### src/rtl/metab_pkg.sv
// Package: shared types and constants for the mesh edge use table.
`timescale 1ns / 1ps
package metab_pkg;
   localparam int MAX_VERTICES_DEF = 65536;
   localparam int EDGE_SLOTS_DEF   = 1024;
   localparam int VERTEX_W         = 16;
   localparam int USES_W           = 16;
   localparam int UNIQUE_W         = 11;
   localparam int FACE_EDGES       = 3;
   localparam logic [USES_W-1:0] USE_MAX = '1;

   typedef struct packed {
      logic [VERTEX_W-1:0] vertex_a;
      logic [VERTEX_W-1:0] vertex_b;
      logic [VERTEX_W-1:0] vertex_c;
      logic                last_face;
   } face_type;

   typedef struct packed {
      logic [UNIQUE_W-1:0] unique_edges;
      logic [2:0]          new_edge_mask;
      logic [USES_W-1:0]   uses_ab;
      logic [USES_W-1:0]   uses_bc;
      logic [USES_W-1:0]   uses_ca;
      logic                table_full;
      logic                mesh_done;
   } result_type;
endpackage

### src/rtl/metab_front.sv
// Front end: face intake queue of two entries.
`timescale 1ns / 1ps
module metab_front (
   input  logic                clock,
   input  logic                reset,
   input  logic                push,
   output logic                full,
   input  metab_pkg::face_type face,
   output logic                q_valid,
   input  logic                q_take,
   output metab_pkg::face_type q_face
);
   import metab_pkg::*;

   face_type   slot_ff [2];
   logic       wptr_ff, rptr_ff;
   logic [1:0] cnt_ff, cnt_in;
   logic       do_push, do_pop;

   assign full    = cnt_ff == 2'd2;
   assign q_valid = cnt_ff != 2'd0;
   assign q_face  = slot_ff[rptr_ff];
   assign do_push = push && !full;
   assign do_pop  = q_take && q_valid;

   always_comb begin
      cnt_in = cnt_ff;
      if (do_push && !do_pop) cnt_in = cnt_ff + 2'd1;
      else if (!do_push && do_pop) cnt_in = cnt_ff - 2'd1;
   end

   always_ff @(posedge clock) begin
      if (reset) begin
         wptr_ff <= 1'b0;
         rptr_ff <= 1'b0;
         cnt_ff  <= 2'd0;
      end else begin
         cnt_ff <= cnt_in;
         if (do_push) wptr_ff <= ~wptr_ff;
         if (do_pop) rptr_ff <= ~rptr_ff;
      end
      if (do_push) slot_ff[wptr_ff] <= face;
   end
endmodule

### config.mk
export PLATFORM = sky130hd
export DESIGN_NAME = metab_front
export DESIGN_NICKNAME = d
export VERILOG_FILES = /design/src/rtl/metab_pkg.sv /design/src/rtl/metab_front.sv
export SDC_FILE = /design/constraint.sdc
export NUM_CORES = 1
export LEC_CHECK = 0
export BUFFER_PORTS_ARGS = -buffer_cell sky130_fd_sc_hd__buf_4
export CAP_MARGIN = 20
export CORE_MARGIN = 2
export CORE_UTILIZATION = 35
export DETAILED_ROUTE_END_ITERATION = 12
export GPL_ROUTABILITY_DRIVEN = 0
export SLEW_MARGIN = 25
export SYNTH_ARGS = -nofsm -noshare
export SYNTH_HDL_FRONTEND = slang
export SYNTH_SLANG_ARGS = --single-unit
export TNS_END_PERCENT = 1
### constraint.sdc
create_clock -name clock -period 2.35 [get_ports clock]
set_clock_uncertainty 0.15 [all_clocks]
set_input_delay 0.235 -clock clock [delete_from_list [all_inputs] [get_ports clock]]
set_output_delay 0.235 -clock clock [all_outputs]
set_load 0.05 [all_outputs]
======== Word-level counts from Yosys, hierarchy flattened ========
Memories as Yosys holds them, arrays and structs flattened. A register that Yosys moved wholly into a read port is not among the register bits.
Index checks and enable logic that the tools add are counted.
word-level totals
  register bits after elaboration ......... 4
  memories ................................ 1
  bits in writable memories ............... 98
operators by class
  reduce and logical (&&, ||, !) cells .... 9
  add/sub/neg operators ................... 2
  eq/ne operators ......................... 1
  bitwise logic cells ..................... 2
  mux-type cells .......................... 6
memory list
  memory   words  width  rd ports  clocked after Yosys merged registers in  write ports  RTL line           text
  slot_ff  2      49     1         1                                        1            metab_front.sv:15  face_type slot_ff [2];
operators by type and width
  cell                                               number
  logical AND 1 bit                                  4
  2-to-1 mux 1 bit                                   4
  2-to-1 mux 2 bit                                   2
  nonzero test 2 bit                                 2
  logical NOT 1 bit                                  3
  adder 2 x 1 -> 2 bit (second input constant)       1
  equality test 2 bit (second input constant)        1
  NOT 1 bit                                          2
  subtractor 2 x 1 -> 2 bit (second input constant)  1

======== Longest topological paths before layout ========
  depth after elaboration ................. 7
  depth in mapped cells ................... 6

======== Worst setup path after synthesis ========
No wires, ideal clock.
  path kind ............................... register to register
  start point ............................. register cnt_ff[1]
  end point ............................... memory slot_ff[1][0] (netlist name), enable pin
  cell stages (with the launch flop) ...... 4
  path buffers ............................ 0
  library setup time ...................... 412 ps
  period minus slack after synthesis ...... 2465 ps
  arrival ................................. 1903 ps
  required time ........................... 1788 ps
  setup slack ............................. -115 ps
  cells stage by stage .................... dfxtp_1 nor2b_2 nor2_1 and2_1
between the ends
  cells in the longest elaborated chain, start to end .. 5
ends and longest elaborated chain
  what                                    RTL line           text
  start, declared                         metab_front.sv:17  logic [1:0] cnt_ff, cnt_in;
  start signal, assigned                  metab_front.sv:38  cnt_ff <= cnt_in;
  equality test 2 bit                     metab_front.sv:20  assign full = cnt_ff == 2'd2;
  via full                                metab_front.sv:7   output logic full,
  logical NOT 1 bit                       metab_front.sv:23  assign do_push = push && !full;
  logical AND 1 bit                       metab_front.sv:23
  2-to-1 mux 1 bit                        metab_front.sv:42  if (do_push) slot_ff[wptr_ff] <= face;
  2-to-1 mux 1 bit (not written as such)  metab_front.sv:42
  end, declared                           metab_front.sv:15
The timed path passes the listed nets, and every way through them passes these cells.

==> flow_metrics.tcl <==
set metrics [dict create \
    outcome "finished clean" \
    peakVddDrop_mv 0.675 \
    drt-initial-drc-count 47 \
    finalHoldViolCount 0 \
    hold_path_class "primary input to flip-flop" \
    ys_ff_latch 103 \
    tightest_slew_ns 0.416 \
    first_global_vias 2193 \
    crit_fanout 15 \
    yosysUniqueCellTypes 16 \
    ant_nets 0 \
    totalPowerFinal_uw 5870 \
    nNetsFinal 395 \
    grt_use_total_pct 12.0 \
    portBuffers 103 \
    rows 37 \
    power_switching_share_pct 37.6 \
    fin_cells 482 \
    syn_area_sq_um 3750 \
    drive_gt1_share_pct 50.6 \
    critPathLaunchType "flip-flop" \
    ys_top_cells_by_area "edfxtp_1, mux2_2, dfxtp_1, xor2_1, buf_2" \
    synth_edf_count 98 \
    maxSlewHeadroom_pct 72.3 \
    io_pins 104 \
    crit_path_end_kind "primary output" \
    reg2reg_depth 4 \
    die_y_um 107 \
    seq_power_share_pct 41.1 \
    coreArea_sq_um 10400 \
    synth-main-ff-cell "edfxtp_1" \
    diodes 0 \
    p_comb_share_pct 41.1 \
    dpl.hpwl_mm 4.28 \
    grt_antenna_before_repair 0 \
    setup-tns-final_ns 0 \
    synth_top_cell_by_area "edfxtp_1" \
    drc_errors 0 \
    fin_crit_sh_pct 92.5 \
    synthCells 177 \
    start_util_pct 36.1 \
    yosysMostFrequentCell "edfxtp_1" \
    wl_per_cell_um 14.4 \
    synthArstFlopShare_pct 0 \
    clk_latency_ns 0.34 \
    rsz0062_at_grt "false" \
    via_count 2092 \
    final_util_pct 52.2 \
    holdWs_ns 0.123 \
    p_per_area_nw_per_um2 1080 \
    die_w_um 107 \
    syn_to_final_growth_pct 44.4 \
    setup_violations 0 \
    clk_pin_slew_ns 0.09 \
    ys_top_cells_by_count "edfxtp_1, mux2_2, dfxtp_1" \
    hold_depth 4 \
    path_class "flip-flop to primary output" \
    period_needed_ns 2.17 \
    cap_violations 0 \
    p_leak_uw 0.00202 \
    h-tree-depth 3 \
    fmax_mhz 460 \
    grt_pass1_wl_mm 10.4 \
    cp.required_ns 1.97 \
    grt-ovfl-total 0 \
    internal_power_uw 3660 \
    yosys_warnings 0 \
    critPathArrivalTime_ns 1.79 \
    nFillCells 864 \
    synth_top_area_share_pct 78.5 \
    cts_tree "built" \
    p_clk_share_pct 17.8 \
    yosysSeqAreaShare_pct 81.2 \
    syn_area_per_cell_sq_um 21.2 \
    numCtsBuffers 9 \
    cts_root_buf "clkbuf_8" \
    avgViaCountPerCell 4.34 \
    power.switching_uw 2210 \
    placedCellCount 416 \
    drt_wl_total_mm 6.95 \
    grt_max_degree 37 \
    synth_nets 231 \
    maxSlewViolCount 0 \
    clk_path_buf_depth 2 \
    drtPass1Iterations 4 \
    die_area_sq_um 11600 \
    cts_sinks 103 \
]
[area by class of cell]
| type | count | area (sq um) | area share, % |
|---|---|---|---|
| clock inverters | 5 | 58.8 | 1.09 |
| multi-input cells | 67 | 666 | 12.3 |
| inverters | 2 | 7.51 | 0.139 |
| clock buffers | 11 | 131 | 2.43 |
| flip-flops and latches | 103 | 3040 | 56.2 |
| well taps | 136 | 170 | 3.14 |
| repair buffers | 158 | 1340 | 24.7 |
[per-stage QoR]
stage,instance area (sq um),worst slack (ns)
5_1_grt,5410,0.0573
6_report,5410,0.177
3_3_place_gp,4720,0.541
3_5_place_dp,4720,0.524
2_1_floorplan,3750,-0.0893
4_1_cts,5410,0.126
[what timing repair did]
item | CTS | global route
hold buffers | 50 | 0
hold endpoints to repair | 103 | 0
setup buffers | 0 | 0
resized for setup | 0 | 0
[worst max-delay path: stages, from the launching register on]
cell	delay [ns]
dfxtp_2	0.59
buf_4	0.30
mux2_2	0.36
buf_4	0.19
[power by group through the flow]
stage	Clock, uW	Combinational, uW	Sequential (uW)
after floorplan	0	1720	2400
after global placement	0	2360	2450
after detailed placement	0	2370	2450
after CTS	1100	2440	2410
after global routing	1160	2530	2440
final	1050	2410	2410
[metal layers]
metal  up-vias  GRT usage (%)  wire, um  part of all wire [%]
li1       1015              -         -                     -
met1      1001           14.8      2930                    42
met2        65           20.3      3530                    51
met3        11           2.60       381                   5.5
met4         0           5.22       105                   1.5
met5         -              0         0                     0
[layout by cell type (no fill, tap or decap), types with 2 or more instances in the layout]
cell type	count
a21oi_1	2
buf_12	2
buf_4	106
clkbuf_1	2
clkbuf_8	9
clkinv_4	2
dfxtp_1	4
dlygate4sd3_1	50
edfxtp_1	98
mux2_2	49
nor2_1	4
o21ai_0	3
or3_1	2
xor2_1	3
[path summary, 6_finish.rpt]
path | startpoint | endpoint | slack (ns)
worst max-delay path | flip-flop | q_face[21] | 0.18
worst min-delay path | push | wptr_ff | 0.12
worst max register to register | cnt_ff[1] | slot_ff[1][1] | 0.52
worst min register to register | wptr_ff | wptr_ff | 0.34
[registers in the layout, indices dropped and copies added (netlist names), named ones only]
| signal | flops |
|---|---|
| wptr_ff | 1 |
| rptr_ff | 1 |
| cnt_ff | 2 |
| slot_ff | 98 |
[kinds of logic (layout without fill, tap and decap cells)]
| kind of cell | after synthesis | in the layout | synth area share (%) |
|---|---|---|---|
| DFF | 103 | 103 | 81.2 |
| muxes | 49 | 49 | 14.7 |
| and+or+nand+nor | 9 | 9 | 1.30 |
| buffers and inverters | 7 | 176 | 1.10 |
| AOI/OAI and AO/OA | 5 | 5 | 0.667 |
| xor gates and xnor gates | 3 | 3 | 0.701 |
| adders and majority gates | 1 | 1 | 0.334 |
(Power assumes the default switching activity.)
